File: config.mk
export PLATFORM = sky130hd
export DESIGN_NAME = wav_header_parser_unit_flat
export DESIGN_NICKNAME = d
export VERILOG_FILES = /design/src/hw/rtl/whp_pkg.sv /design/src/hw/rtl/whp_if.sv /design/src/hw/rtl/whp_parser_core.sv /design/src/hw/rtl/whp_out_buf.sv /design/src/hw/rtl/wav_header_parser_unit.sv /design/src/flat_wrapper.sv
export SDC_FILE = /design/constraint.sdc
export NUM_CORES = 1
export LEC_CHECK = 0
export BUFFER_PORTS_ARGS = -buffer_cell sky130_fd_sc_hd__buf_2
export CELL_PAD_IN_SITES_DETAIL_PLACEMENT = 0
export CELL_PAD_IN_SITES_GLOBAL_PLACEMENT = 1
export CORE_MARGIN = 3
export CORE_UTILIZATION = 52
export CTS_CLUSTER_DIAMETER = 100
export DETAILED_ROUTE_END_ITERATION = 16
export PLACE_DENSITY_LB_ADDON = 0.1
export SYNTH_ARGS = -nofsm -noshare
export SYNTH_HDL_FRONTEND = slang
export SYNTH_SLANG_ARGS = --single-unit
File: constraint.sdc
create_clock -name clock -period 24.7 [get_ports clock]
set_input_delay 4.94 -clock clock [delete_from_list [all_inputs] [get_ports clock]]
set_output_delay 4.94 -clock clock [all_outputs]
set_load 0.02 [all_outputs]
File: src/hw/rtl/whp_pkg.sv
// Shared types and constants for the RIFF/WAVE header parser.
package whp_pkg;

   localparam logic [31:0] TAG_RIFF = 32'h5249_4646;
   localparam logic [31:0] TAG_WAVE = 32'h5741_5645;
   localparam logic [31:0] TAG_FMT  = 32'h666D_7420;
   localparam logic [31:0] TAG_DATA = 32'h6461_7461;

   localparam logic [31:0] FMT_MIN_SIZE = 32'd16;
   localparam logic [15:0] MAX_CHANNELS = 16'd8;
   localparam logic [15:0] GOOD_BITS    = 16'd16;

   localparam logic [3:0] HDR_LAST_IDX   = 4'd11;
   localparam logic [3:0] RIFF_LAST_IDX  = 4'd3;
   localparam logic [3:0] CHUNK_TAG_END  = 4'd4;
   localparam logic [3:0] CHUNK_LAST_IDX = 4'd7;
   localparam logic [3:0] FMT_LAST_IDX   = 4'd15;

   typedef enum logic [2:0] {
      PH_HEADER = 3'd0,
      PH_CHUNK  = 3'd1,
      PH_FMT    = 3'd2,
      PH_SKIP   = 3'd3,
      PH_DONE   = 3'd4
   } whp_phase_type;

   typedef enum logic [2:0] {
      ST_OK        = 3'd0,
      ST_BAD_TAG   = 3'd1,
      ST_EARLY_END = 3'd2,
      ST_BAD_FMT   = 3'd3,
      ST_BAD_BITS  = 3'd4
   } whp_status_type;

   typedef struct packed {
      whp_status_type status;
      logic [15:0]    channels;
      logic [31:0]    sample_rate;
      logic [15:0]    bits_per_sample;
      logic [31:0]    data_offset;
      logic [31:0]    data_length;
   } whp_rsp_type;

endpackage

File: src/hw/rtl/whp_if.sv
// Stream interfaces for the parser's byte input and result output.
interface whp_req_if;
   logic       valid;
   logic       ready;
   logic [7:0] in_byte;
   logic       last_byte;

   modport source (output valid, output in_byte, output last_byte, input ready);
   modport sink (input valid, input in_byte, input last_byte, output ready);
endinterface

interface whp_rsp_if;
   logic        valid;
   logic        ready;
   logic [2:0]  status;
   logic [15:0] channels;
   logic [31:0] sample_rate;
   logic [15:0] bits_per_sample;
   logic [31:0] data_offset;
   logic [31:0] data_length;

   modport source (output valid, output status, output channels, output sample_rate,
                   output bits_per_sample, output data_offset, output data_length,
                   input ready);
   modport sink (input valid, input status, input channels, input sample_rate,
                 input bits_per_sample, input data_offset, input data_length,
                 output ready);
endinterface

File: src/hw/rtl/whp_parser_core.sv
// Parse state machine: consumes one byte per step, produces at most one result.
module whp_parser_core (
   input  logic                 clock,
   input  logic                 reset,
   input  logic                 step,
   input  logic [7:0]           in_byte,
   input  logic                 last_byte,
   output logic                 res_valid,
   output whp_pkg::whp_rsp_type res_data
);
   import whp_pkg::*;

   whp_phase_type phase_ff, phase_in;
   logic [3:0]    idx_ff, idx_in;
   logic [31:0]   pos_ff, pos_in;
   logic [32:0]   skip_ff, skip_in;
   logic [31:0]   tag_ff, tag_in;
   logic [31:0]   size_ff, size_in;
   logic [15:0]   chan_ff, chan_in;
   logic [31:0]   rate_ff, rate_in;
   logic [15:0]   bits_ff, bits_in;

   logic           got;
   whp_status_type st;
   logic [32:0]    body;

   always_comb begin
      phase_in  = phase_ff;
      idx_in    = idx_ff;
      pos_in    = pos_ff;
      skip_in   = skip_ff;
      tag_in    = tag_ff;
      size_in   = size_ff;
      chan_in   = chan_ff;
      rate_in   = rate_ff;
      bits_in   = bits_ff;
      got       = 1'b0;
      st        = ST_OK;
      body      = {1'b0, size_ff} + {32'd0, size_ff[0]};
      res_valid = 1'b0;
      res_data  = '0;

      if (step && phase_ff != PH_DONE) begin
         if (pos_ff != 32'hFFFF_FFFF) begin
            pos_in = pos_ff + 32'd1;
         end
         case (phase_ff)
            PH_HEADER: begin
               tag_in = {tag_ff[23:0], in_byte};
               if (idx_ff == RIFF_LAST_IDX) begin
                  size_in = {31'd0, tag_in != TAG_RIFF};
               end
               if (idx_ff >= HDR_LAST_IDX) begin
                  idx_in = '0;
                  if (size_in != 32'd0 || tag_in != TAG_WAVE) begin
                     got = 1'b1;
                     st  = ST_BAD_TAG;
                  end else begin
                     chan_in  = '0;
                     rate_in  = '0;
                     bits_in  = '0;
                     size_in  = '0;
                     phase_in = PH_CHUNK;
                  end
               end else begin
                  idx_in = idx_ff + 4'd1;
               end
            end
            PH_CHUNK: begin
               if (idx_ff < CHUNK_TAG_END) begin
                  tag_in = {tag_ff[23:0], in_byte};
               end else begin
                  size_in = {in_byte, size_ff[31:8]};
               end
               body = {1'b0, size_in} + {32'd0, size_in[0]};
               if (idx_ff >= CHUNK_LAST_IDX) begin
                  idx_in = '0;
                  if (tag_in == TAG_DATA) begin
                     got = 1'b1;
                     if (chan_ff == 16'd0 || chan_ff > MAX_CHANNELS || rate_ff == 32'd0) begin
                        st = ST_BAD_FMT;
                     end else if (bits_ff != GOOD_BITS) begin
                        st = ST_BAD_BITS;
                     end else begin
                        st = ST_OK;
                     end
                  end else if (tag_in == TAG_FMT && size_in >= FMT_MIN_SIZE) begin
                     skip_in  = body - {1'b0, FMT_MIN_SIZE};
                     phase_in = PH_FMT;
                  end else begin
                     skip_in  = body;
                     phase_in = (body != 33'd0) ? PH_SKIP : PH_CHUNK;
                  end
               end else begin
                  idx_in = idx_ff + 4'd1;
               end
            end
            PH_FMT: begin
               case (idx_ff)
                  4'd2:    chan_in[7:0]   = in_byte;
                  4'd3:    chan_in[15:8]  = in_byte;
                  4'd4:    rate_in[7:0]   = in_byte;
                  4'd5:    rate_in[15:8]  = in_byte;
                  4'd6:    rate_in[23:16] = in_byte;
                  4'd7:    rate_in[31:24] = in_byte;
                  4'd14:   bits_in[7:0]   = in_byte;
                  4'd15:   bits_in[15:8]  = in_byte;
                  default: ;
               endcase
               if (idx_ff >= FMT_LAST_IDX) begin
                  idx_in   = '0;
                  phase_in = (skip_ff != 33'd0) ? PH_SKIP : PH_CHUNK;
               end else begin
                  idx_in = idx_ff + 4'd1;
               end
            end
            PH_SKIP: begin
               if (skip_ff != 33'd0) begin
                  skip_in = skip_ff - 33'd1;
               end
               if (skip_in == 33'd0) begin
                  phase_in = PH_CHUNK;
               end
            end
            default: begin
               phase_in = PH_HEADER;
            end
         endcase

         if (got || last_byte) begin
            res_valid                = 1'b1;
            res_data.status          = got ? st : ST_EARLY_END;
            res_data.channels        = chan_in;
            res_data.sample_rate     = rate_in;
            res_data.bits_per_sample = bits_in;
            if (got && st == ST_OK) begin
               res_data.data_offset = pos_in;
               res_data.data_length = size_in;
            end
         end
         if (got) begin
            phase_in = PH_DONE;
         end
      end

      // end mark returns everything to the reset state
      if (step && last_byte) begin
         phase_in = PH_HEADER;
         idx_in   = '0;
         pos_in   = '0;
         skip_in  = '0;
         tag_in   = '0;
         size_in  = '0;
         chan_in  = '0;
         rate_in  = '0;
         bits_in  = '0;
      end
   end

   always_ff @(posedge clock) begin
      if (reset) begin
         phase_ff <= PH_HEADER;
         idx_ff   <= '0;
         pos_ff   <= '0;
         skip_ff  <= '0;
         tag_ff   <= '0;
         size_ff  <= '0;
         chan_ff  <= '0;
         rate_ff  <= '0;
         bits_ff  <= '0;
      end else begin
         phase_ff <= phase_in;
         idx_ff   <= idx_in;
         pos_ff   <= pos_in;
         skip_ff  <= skip_in;
         tag_ff   <= tag_in;
         size_ff  <= size_in;
         chan_ff  <= chan_in;
         rate_ff  <= rate_in;
         bits_ff  <= bits_in;
      end
   end

`ifndef NO_ASSERTIONS
   a_res_needs_step: assert property (@(posedge clock) disable iff (reset)
      res_valid |-> step)
      else $error("result produced without a byte transaction");
   a_done_holds: assert property (@(posedge clock) disable iff (reset)
      (phase_ff == PH_DONE && !(step && last_byte)) |=> phase_ff == PH_DONE)
      else $error("left done phase without end mark");
   a_done_silent: assert property (@(posedge clock) disable iff (reset)
      (phase_ff == PH_DONE) |-> !res_valid)
      else $error("second result after verdict");
`endif
endmodule

File: src/hw/rtl/whp_out_buf.sv
// Two-entry output buffer: result register plus skid register.
module whp_out_buf (
   input  logic                 clock,
   input  logic                 reset,
   input  logic                 push,
   input  whp_pkg::whp_rsp_type push_data,
   input  logic                 pop_ready,
   output logic                 out_valid,
   output whp_pkg::whp_rsp_type out_data,
   output logic                 full
);
   import whp_pkg::*;

   logic        out_vld_ff, out_vld_in;
   logic        skid_vld_ff, skid_vld_in;
   whp_rsp_type out_ff, out_in;
   whp_rsp_type skid_ff, skid_in;
   logic        pop;

   assign pop       = out_vld_ff && pop_ready;
   assign out_valid = out_vld_ff;
   assign out_data  = out_ff;
   assign full      = skid_vld_ff;

   always_comb begin
      out_vld_in  = out_vld_ff;
      skid_vld_in = skid_vld_ff;
      out_in      = out_ff;
      skid_in     = skid_ff;
      if (skid_vld_ff) begin
         if (pop) begin
            out_in      = skid_ff;
            skid_vld_in = 1'b0;
         end
      end else if (push) begin
         if (!out_vld_ff || pop) begin
            out_in     = push_data;
            out_vld_in = 1'b1;
         end else begin
            skid_in     = push_data;
            skid_vld_in = 1'b1;
         end
      end else if (pop) begin
         out_vld_in = 1'b0;
      end
   end

   always_ff @(posedge clock) begin
      if (reset) begin
         out_vld_ff  <= 1'b0;
         skid_vld_ff <= 1'b0;
      end else begin
         out_vld_ff  <= out_vld_in;
         skid_vld_ff <= skid_vld_in;
      end
      out_ff  <= out_in;
      skid_ff <= skid_in;
   end

`ifndef NO_ASSERTIONS
   a_skid_implies_out: assert property (@(posedge clock) disable iff (reset)
      skid_vld_ff |-> out_vld_ff)
      else $error("skid entry held with empty result register");
   a_no_push_when_full: assert property (@(posedge clock) disable iff (reset)
      skid_vld_ff |-> !push)
      else $error("result pushed into full buffer");
   a_skid_moves_up: assert property (@(posedge clock) disable iff (reset)
      (skid_vld_ff && pop) |=> (out_vld_ff && out_ff == $past(skid_ff)))
      else $error("skid entry lost on transaction");
`endif
endmodule

File: src/hw/rtl/wav_header_parser_unit.sv
// Top level of the RIFF/WAVE header parser.
//
//  channel | dir | handshake          | payload
//  req_bus | in  | valid/ready        | in_byte[7:0], last_byte
//  rsp_bus | out | valid/ready        | status, channels, sample_rate,
//          |     |                    | bits_per_sample, data_offset, data_length
//
// One byte per cycle sustained. A byte is held in the input register, then the
// parser updates its state and, on a verdict or end mark, writes a result into
// the two-entry output buffer, which presents it on rsp_bus. Input stalls only
// when both output entries are full. Synchronous reset clears the parse state
// and all valid flags.
module wav_header_parser_unit (
   input logic  clock,
   input logic  reset,
   whp_req_if.sink   req_bus,
   whp_rsp_if.source rsp_bus
);
   import whp_pkg::*;

   logic        in_vld_ff, in_vld_in;
   logic [7:0]  in_byte_ff;
   logic        in_last_ff;
   logic        advance;
   logic        step;
   logic        full;
   logic        res_valid;
   whp_rsp_type res_data;
   logic        out_valid;
   whp_rsp_type out_data;

   assign advance       = !full;
   assign step          = in_vld_ff && advance;
   assign req_bus.ready = !in_vld_ff || advance;

   always_comb begin
      in_vld_in = in_vld_ff;
      if (req_bus.valid && req_bus.ready) begin
         in_vld_in = 1'b1;
      end else if (advance) begin
         in_vld_in = 1'b0;
      end
   end

   always_ff @(posedge clock) begin
      if (reset) begin
         in_vld_ff <= 1'b0;
      end else begin
         in_vld_ff <= in_vld_in;
      end
      if (req_bus.valid && req_bus.ready) begin
         in_byte_ff <= req_bus.in_byte;
         in_last_ff <= req_bus.last_byte;
      end
   end

   whp_parser_core u_core (
      .clock     (clock),
      .reset     (reset),
      .step      (step),
      .in_byte   (in_byte_ff),
      .last_byte (in_last_ff),
      .res_valid (res_valid),
      .res_data  (res_data)
   );

   whp_out_buf u_out (
      .clock     (clock),
      .reset     (reset),
      .push      (res_valid),
      .push_data (res_data),
      .pop_ready (rsp_bus.ready),
      .out_valid (out_valid),
      .out_data  (out_data),
      .full      (full)
   );

   assign rsp_bus.valid           = out_valid;
   assign rsp_bus.status          = out_data.status;
   assign rsp_bus.channels        = out_data.channels;
   assign rsp_bus.sample_rate     = out_data.sample_rate;
   assign rsp_bus.bits_per_sample = out_data.bits_per_sample;
   assign rsp_bus.data_offset     = out_data.data_offset;
   assign rsp_bus.data_length     = out_data.data_length;
endmodule

File: src/flat_wrapper.sv
// flat-port wrapper written by rule: the top's interface ports become plain ports
module wav_header_parser_unit_flat import whp_pkg::*;
  (clock, reset, req_bus_valid, req_bus_in_byte, req_bus_last_byte, req_bus_ready, rsp_bus_valid, rsp_bus_status, rsp_bus_channels, rsp_bus_sample_rate, rsp_bus_bits_per_sample, rsp_bus_data_offset, rsp_bus_data_length, rsp_bus_ready);
  whp_req_if req_bus_i ();
  whp_rsp_if rsp_bus_i ();
  input logic clock;
  input logic reset;
  input wire logic [$bits(req_bus_i.valid)-1:0] req_bus_valid;
  input wire logic [$bits(req_bus_i.in_byte)-1:0] req_bus_in_byte;
  input wire logic [$bits(req_bus_i.last_byte)-1:0] req_bus_last_byte;
  output wire logic [$bits(req_bus_i.ready)-1:0] req_bus_ready;
  output wire logic [$bits(rsp_bus_i.valid)-1:0] rsp_bus_valid;
  output wire logic [$bits(rsp_bus_i.status)-1:0] rsp_bus_status;
  output wire logic [$bits(rsp_bus_i.channels)-1:0] rsp_bus_channels;
  output wire logic [$bits(rsp_bus_i.sample_rate)-1:0] rsp_bus_sample_rate;
  output wire logic [$bits(rsp_bus_i.bits_per_sample)-1:0] rsp_bus_bits_per_sample;
  output wire logic [$bits(rsp_bus_i.data_offset)-1:0] rsp_bus_data_offset;
  output wire logic [$bits(rsp_bus_i.data_length)-1:0] rsp_bus_data_length;
  input wire logic [$bits(rsp_bus_i.ready)-1:0] rsp_bus_ready;
  assign req_bus_i.valid = req_bus_valid;
  assign req_bus_i.in_byte = req_bus_in_byte;
  assign req_bus_i.last_byte = req_bus_last_byte;
  assign req_bus_ready = req_bus_i.ready;
  assign rsp_bus_valid = rsp_bus_i.valid;
  assign rsp_bus_status = rsp_bus_i.status;
  assign rsp_bus_channels = rsp_bus_i.channels;
  assign rsp_bus_sample_rate = rsp_bus_i.sample_rate;
  assign rsp_bus_bits_per_sample = rsp_bus_i.bits_per_sample;
  assign rsp_bus_data_offset = rsp_bus_i.data_offset;
  assign rsp_bus_data_length = rsp_bus_i.data_length;
  assign rsp_bus_i.ready = rsp_bus_ready;
  wav_header_parser_unit u_core (.clock(clock), .reset(reset), .req_bus(req_bus_i), .rsp_bus(rsp_bus_i));
endmodule
==> results of run 1 <==
-- worst max-delay path by stage --
| stage | from | end | slack (ns) |
|---|---|---|---|
| 2_1_floorplan | rsp_bus_ready | u_core.u_out.skid_ff[0] | 10.07 |
| 3_3_place_gp | reset | u_core.u_core.skip_ff[15] | 17.35 |
| 3_5_place_dp | reset | u_core.u_core.skip_ff[15] | 17.31 |
| 4_1_cts | reset | u_core.u_core.skip_ff[15] | 17.95 |
| 5_1_grt | reset | u_core.u_core.skip_ff[15] | 17.67 |
| 6_report | reset | u_core.u_core.skip_ff[15] | 17.85 |
-- routing by layer --
| layer | up-vias | part of all wire (%) | GRT usage (%) |
|---|---|---|---|
| li1 | 8969 | - | - |
| met1 | 9191 | 47 | 39.0 |
| met2 | 664 | 45 | 40.6 |
| met3 | 108 | 6.0 | 3.54 |
| met4 | 0 | 2.7 | 7.31 |
| met5 | - | 0 | 0 |
-- worst max-delay path: stages --
cell	delay, ns
buf_2	0.17
a21o_4	0.77
buf_4	0.93
a2111oi_0	0.15
a31o_2	0.27
-- state kept, by name, indices dropped and copies added, names as in the netlist --
name                    count
u_core.u_out.skid_ff      131
u_core.u_core.chan_ff      16
u_core.in_vld_ff            1
u_core.in_last_ff           1
u_core.u_core.size_ff      32
u_core.u_core.tag_ff       32
u_core.u_out.out_data     131
u_core.u_core.skip_ff      33
u_core.in_byte_ff           8
u_core.u_core.idx_ff        4
u_core.u_core.phase_ff      3
u_core.u_out.full           1
u_core.u_core.bits_ff      16
u_core.u_core.rate_ff      32
u_core.u_core.pos_ff       32
u_core.u_out.out_valid      1
-- layout make-up --
type                       count  area [µm²]  area share [%]
inverter                      18        67.6           0.262
clock buffer                  61        1300            5.05
timing repair buffer         180         988            3.83
clock inverter                28         230           0.892
tap                          585         732            2.84
sequential                   474       12200            47.3
multi-input combinational   1690       10300            39.9
-- synthesized netlist by cell type, drive strengths merged (5+ instances only) --
cell type / count
inv: 17
a221oi: 8
a22oi: 128
mux2i: 23
and2: 10
or2: 12
nor4b: 12
nor3b: 8
or3b: 8
and4: 9
a21o: 140
nand2: 201
buf: 28
ha: 9
or4: 13
and3: 15
a32oi: 65
nand4: 44
o21ai: 64
o211ai: 25
nor3: 56
nor2: 363
or3: 18
clkbuf: 163
a21oi: 98
nand3: 53
nand4bb: 7
or4bb: 5
xor2: 46
nor2b: 9
o31ai: 12
dfxtp: 203
edfxtp: 271
nor4: 58
o22ai: 14
xnor2: 62
o31a: 5
a31oi: 10
o21a: 5
a211oi: 9
-- cell families after synthesis --
logic type / Yosys count / synth area share (%)
AND/OR/NAND/NOR: 919 / 19.0
flip-flops: 474 / 52.5
adder cells (fa/ha/maj): 9 / 0.484
AO/OA/AOI/OAI: 627 / 19.2
XOR/XNOR: 108 / 4.07
multiplexers: 27 / 1.18
buffers and inverters: 209 / 3.55
-- power breakdown --
group	leakage (µW)	switching [µW]	total (µW)	internal (µW)
clock	0.000737	305	710	405
combinational	0.00449	40.5	51.7	11.1
sequential	0.00417	4.27	842	837
total	0.00940	350	1600	1250
-- metrics by stage --
step	area (µm²)	hold slack, ns	power (µW)
2_1_floorplan	23200	0.432	892
3_3_place_gp	24300	0.442	909
3_5_place_dp	24300	0.448	910
4_1_cts	25800	0.457	1620
5_1_grt	25800	0.472	1650
6_report	25800	0.456	1600
==> flow_summary.ini, run 1 <==
[cells_and_area]
antenna_cells = 0
n_fill_cell = 3771
drive_above_1_share_pct = 11.8
final_common_cell = nor2_1
syn_to_final_growth_pct = 11.1
nets = 2435
layout_common_cells = nor2_1, edfxtp_1, dfxtp_1
fin_cells = 3036
final_util_pct = 59.2

[floorplanning]
die_y_um = 217
dieArea_um2 = 47300
io_pins = 146
die_x_um = 217
row_count = 76
initial_core_util_pct = 53.3
core_um2 = 43600

[pwr]
power.density_nw_per_um2 = 62.1
worst_ir_drop_vdd_mv = 0.0560
p_leak_uw = 0.00940

[clock_tree]
clk_latency_ns = 0.60
cts_buffers = 49
cts_max_path_buffers = 3
cts_sinks = 474
cts_setup_buffers = 0
htreeDepth = 2
clk_pin_slew_ns = 0.06
cts_hold_buf = 0
ctsRootBufferMaster = clkbuf_16
tritoncts = built
cts.repair.resized = 0

[synth]
synth-main-ff-cell = edfxtp_1
synth_top_area_cell = edfxtp_1
synth_edf_count = 271
synth_top_area_share_pct = 35.0
ys_ff_latch = 474
ys_seq_area_share_pct = 52.5
yosysWarnings = 0
synth_area_leaders = edfxtp_1, dfxtp_1, nor2_1
synth.distinct_cells = 82
async_flop_share_pct = 0
synth_cells = 2373
syn_area_per_cell_um2 = 9.80
syn_nets = 2395
syn_area_um2 = 23200

[job]
cap_violations = 0

[timing]
fin_crit_sh_pct = 27.7
worst_slew_pin_slew_ns = 1.22
maxSlewViolCount = 0
fin_crit_ns = 6.85
final_hold_viol_count = 0
worst_slack_ns = 17.85
tns_ns = 0
slew_headroom_pct = 18.7
rsz0062_at_grt = no
setup_violations = 0
skew_ns = 0.0253
max_freq_ghz = 0.146

[detailed_routing]
vias = 18900
wl_mm = 63.5
via_per_inst = 6.24
wl_per_cell_um = 20.9
dr.pass1.iters = 6
drt-initial-drc-count = 1768
drcViolationCount = 0
ant_nets = 0

[placed_design]
dp.cells = 2947
gp_congestion = 0.929
port_buffers = 145
place_ws_ns = 17.31
place_hpwl_mm = 41.7

[setup_path]
reg2reg_to = u_core.u_core.skip_ff[29]
crit_fanout = 97
rr_worst_depth = 15
path_class = in2reg
worstSetupEndpointType = flop
start_kind = input port
crit_arrival_ns = 7.34
r2r-start = u_core.u_core.idx_ff[2]
worst-r2r-setup-slack_ns = 19.37
required_ns = 25.19

[min_path]
hold_class = reg2reg
min-delay-start = u_core.u_core.tag_ff[24]
hold_depth = 2
whs_endpoint = u_core.u_core.tag_ff[24]

[global_routing]
grt_first_pass_wirelength_mm = 100
grt_pass1_vias = 17700
grt_max_degree = 98
overflow = 0
antenna_found_initial = 0
grt_usage_pct = 26.3

[outcome]
outcome = completed
Note: power is estimated with default switching activity, not from simulation.
==> inputs of run 2 (changes only) <==
CORE_UTILIZATION = 43   (was 52)
clock period = 5.53 ns   (was 24.7 ns; I/O delays follow)
==> run 2 against run 1 <==
Non-clock buffer count up 7. Worst setup slack worse by 17 ns. Via count up 1.4%. Combinational power rose to 4.5 times the previous value. Largest cell class unchanged.
==> flow_summary.ini, run 2 (synthesized netlist as in run 1, its figures left out) <==
[cells_and_area]
drive_above_1_share_pct = 13.1
fin_cells = 3153
layout_common_cells = nor2_1, edfxtp_1, dfxtp_1
syn_to_final_growth_pct = 13.4
antenna_cells = 0
stdcell_area_um2 = 26400
nets = 2445
final_common_cell = nor2_1
final_util_pct = 49.8

[pwr]
worst_ir_drop_vdd_mv = 0.208
p_int_uw = 5990
power.density_nw_per_um2 = 291
clkPwrFrac_pct = 47.9
comb_power_share_pct = 3.0
p_leak_uw = 0.00961
p_seq_share_pct = 49.1
power_switching_uw = 1690
switching_share_pct = 22.1

[min_path]
min-delay-start = u_core.u_core.tag_ff[29]
whs_endpoint = u_core.u_core.tag_ff[29]
hold_depth = 2
hold_class = reg2reg

[clock_tree]
cts_setup_buffers = 0
cts_buffers = 52
ctsRootBufferMaster = clkbuf_16
cts_sinks = 474
cts_max_path_buffers = 3
htreeDepth = 2
clk_latency_ns = 0.61
cts.repair.resized = 0
cts_hold_buf = 0
clk_pin_slew_ns = 0.06
tritoncts = built

[global_routing]
grt_first_pass_wirelength_mm = 106
grt_pass1_vias = 18100
grt_max_degree = 101
antenna_found_initial = 0
grt_usage_pct = 23.5
overflow = 0

[setup_path]
reg2reg_to = u_core.u_core.skip_ff[31]
worst-r2r-setup-slack_ns = 0.87
cp_cell_sequence = or3b_2, nand2_1, ha_1, nand4_1, o22a_1, or3_1, a211oi_1, o22ai_1, nor4_1, nand2b_1, or4b_1, o221ai_1
rr_worst_depth = 12
start_kind = flop
required_ns = 6.05
path_class = reg2reg
crit_fanout = 29
cpMaxStageDelayCell = nor4_1
path_delay_family = simple AND/OR/NAND/NOR gates
worst-path-buf-inv = 0
cp_slowest_stage_delay_ns = 0.79
crit_arrival_ns = 5.18
r2r-start = u_core.u_core.idx_ff[2]
worstSetupEndpointType = flop

[placed_design]
place_area_um2 = 24600
gp_congestion = 0.908
dp.cells = 3057
place_hpwl_mm = 45.5
place_ws_ns = 0.998
port_buffers = 145

[timing]
maxSlewViolCount = 0
setup_violations = 0
fin_hold_ws_ns = 0.458
max_freq_ghz = 0.215
fin_crit_ns = 4.66
skew_ns = 0.0263
final_hold_viol_count = 0
worst_slack_ns = 0.870
fin_crit_sh_pct = 84.3
slew_headroom_pct = 24.3
worst_slew_pin_slew_ns = 1.14
rsz0062_at_grt = no

[detailed_routing]
wl_per_cell_um = 21.7
ant_nets = 0
via_per_inst = 6.09
vias = 19200
drt-initial-drc-count = 2098
dr.pass1.iters = 6
drcViolationCount = 0
wl_mm = 68.3

[floorplanning]
dieArea_um2 = 56900
die_y_um = 239
initial_core_util_pct = 43.9
row_count = 84
die_x_um = 239
io_pins = 146
core_um2 = 53000

[outcome]
outcome = completed

[job]
cap_violations = 0
run 2: cell types whose count changed in the layout (fill, tap and decap cells not counted), sizes merged:
cell / change
buf: +7
bufinv: +5
clkinv: -3
clkinvlp: +3
clkbuf: +1
inv: +1
run 2: worst reg2reg max path: cells and delay by family, from the launching register on:
family / cells / cell delay, ns
compound gates: 4 / 0.97
fa+ha+maj: 1 / 0.26
flops: 1 / 0.56
simple gates: 7 / 2.79
run 2: stage by stage:
| stage | TNS (ns) | total power, µW |
|---|---|---|
| after floorplan | -41.93 | 3980 |
| after global placement | 0 | 4080 |
| after detailed placement | 0 | 4080 |
| after CTS | 0 | 7770 |
| after global routing | 0 | 7930 |
| final | 0 | 7680 |
run 2: final cells by class:
class / count / area (µm²)
fill: 5058 / 26600
sequential: 474 / 12200
multi-input combinational: 1690 / 10300
clock buffer: 62 / 1410
timing repair buffer: 187 / 1090
tap: 688 / 861
clock inverter: 34 / 397
inverter: 18 / 67.6
run 2: worst max-delay path by stage:
stage                                       start                        end  slack, ns  cells past startpoint
after floorplan           u_core.u_core.idx_ff[3]    u_core.u_out.skid_ff[0]      -0.32                     14
after detailed placement  u_core.u_core.idx_ff[2]  u_core.u_core.skip_ff[31]        1.0                     12
after CTS                 u_core.u_core.idx_ff[2]  u_core.u_core.skip_ff[29]       0.95                     10
final                     u_core.u_core.idx_ff[2]  u_core.u_core.skip_ff[31]       0.87                     12
after global placement    u_core.u_core.idx_ff[2]  u_core.u_core.skip_ff[31]       1.09                     12
after global routing      u_core.u_core.idx_ff[2]  u_core.u_core.skip_ff[29]       0.49                     12
run 2: layer usage:
metal / part of all wire [%] / vias up / track usage [%]
met5: 0 / - / 0
met4: 2.6 / 0 / 7.00
met3: 5.8 / 119 / 3.32
met2: 45 / 662 / 36.4
met1: 46 / 9408 / 34.3
li1: - / 9007 / -
run 2: power groups by stage:
stage,Clock (µW),Combinational [µW],Sequential (µW)
detailed placement,0,231,3850
CTS,3760,232,3770
global placement,0,229,3850
finish,3680,231,3770
global route,3900,248,3770
floorplan,0,113,3870
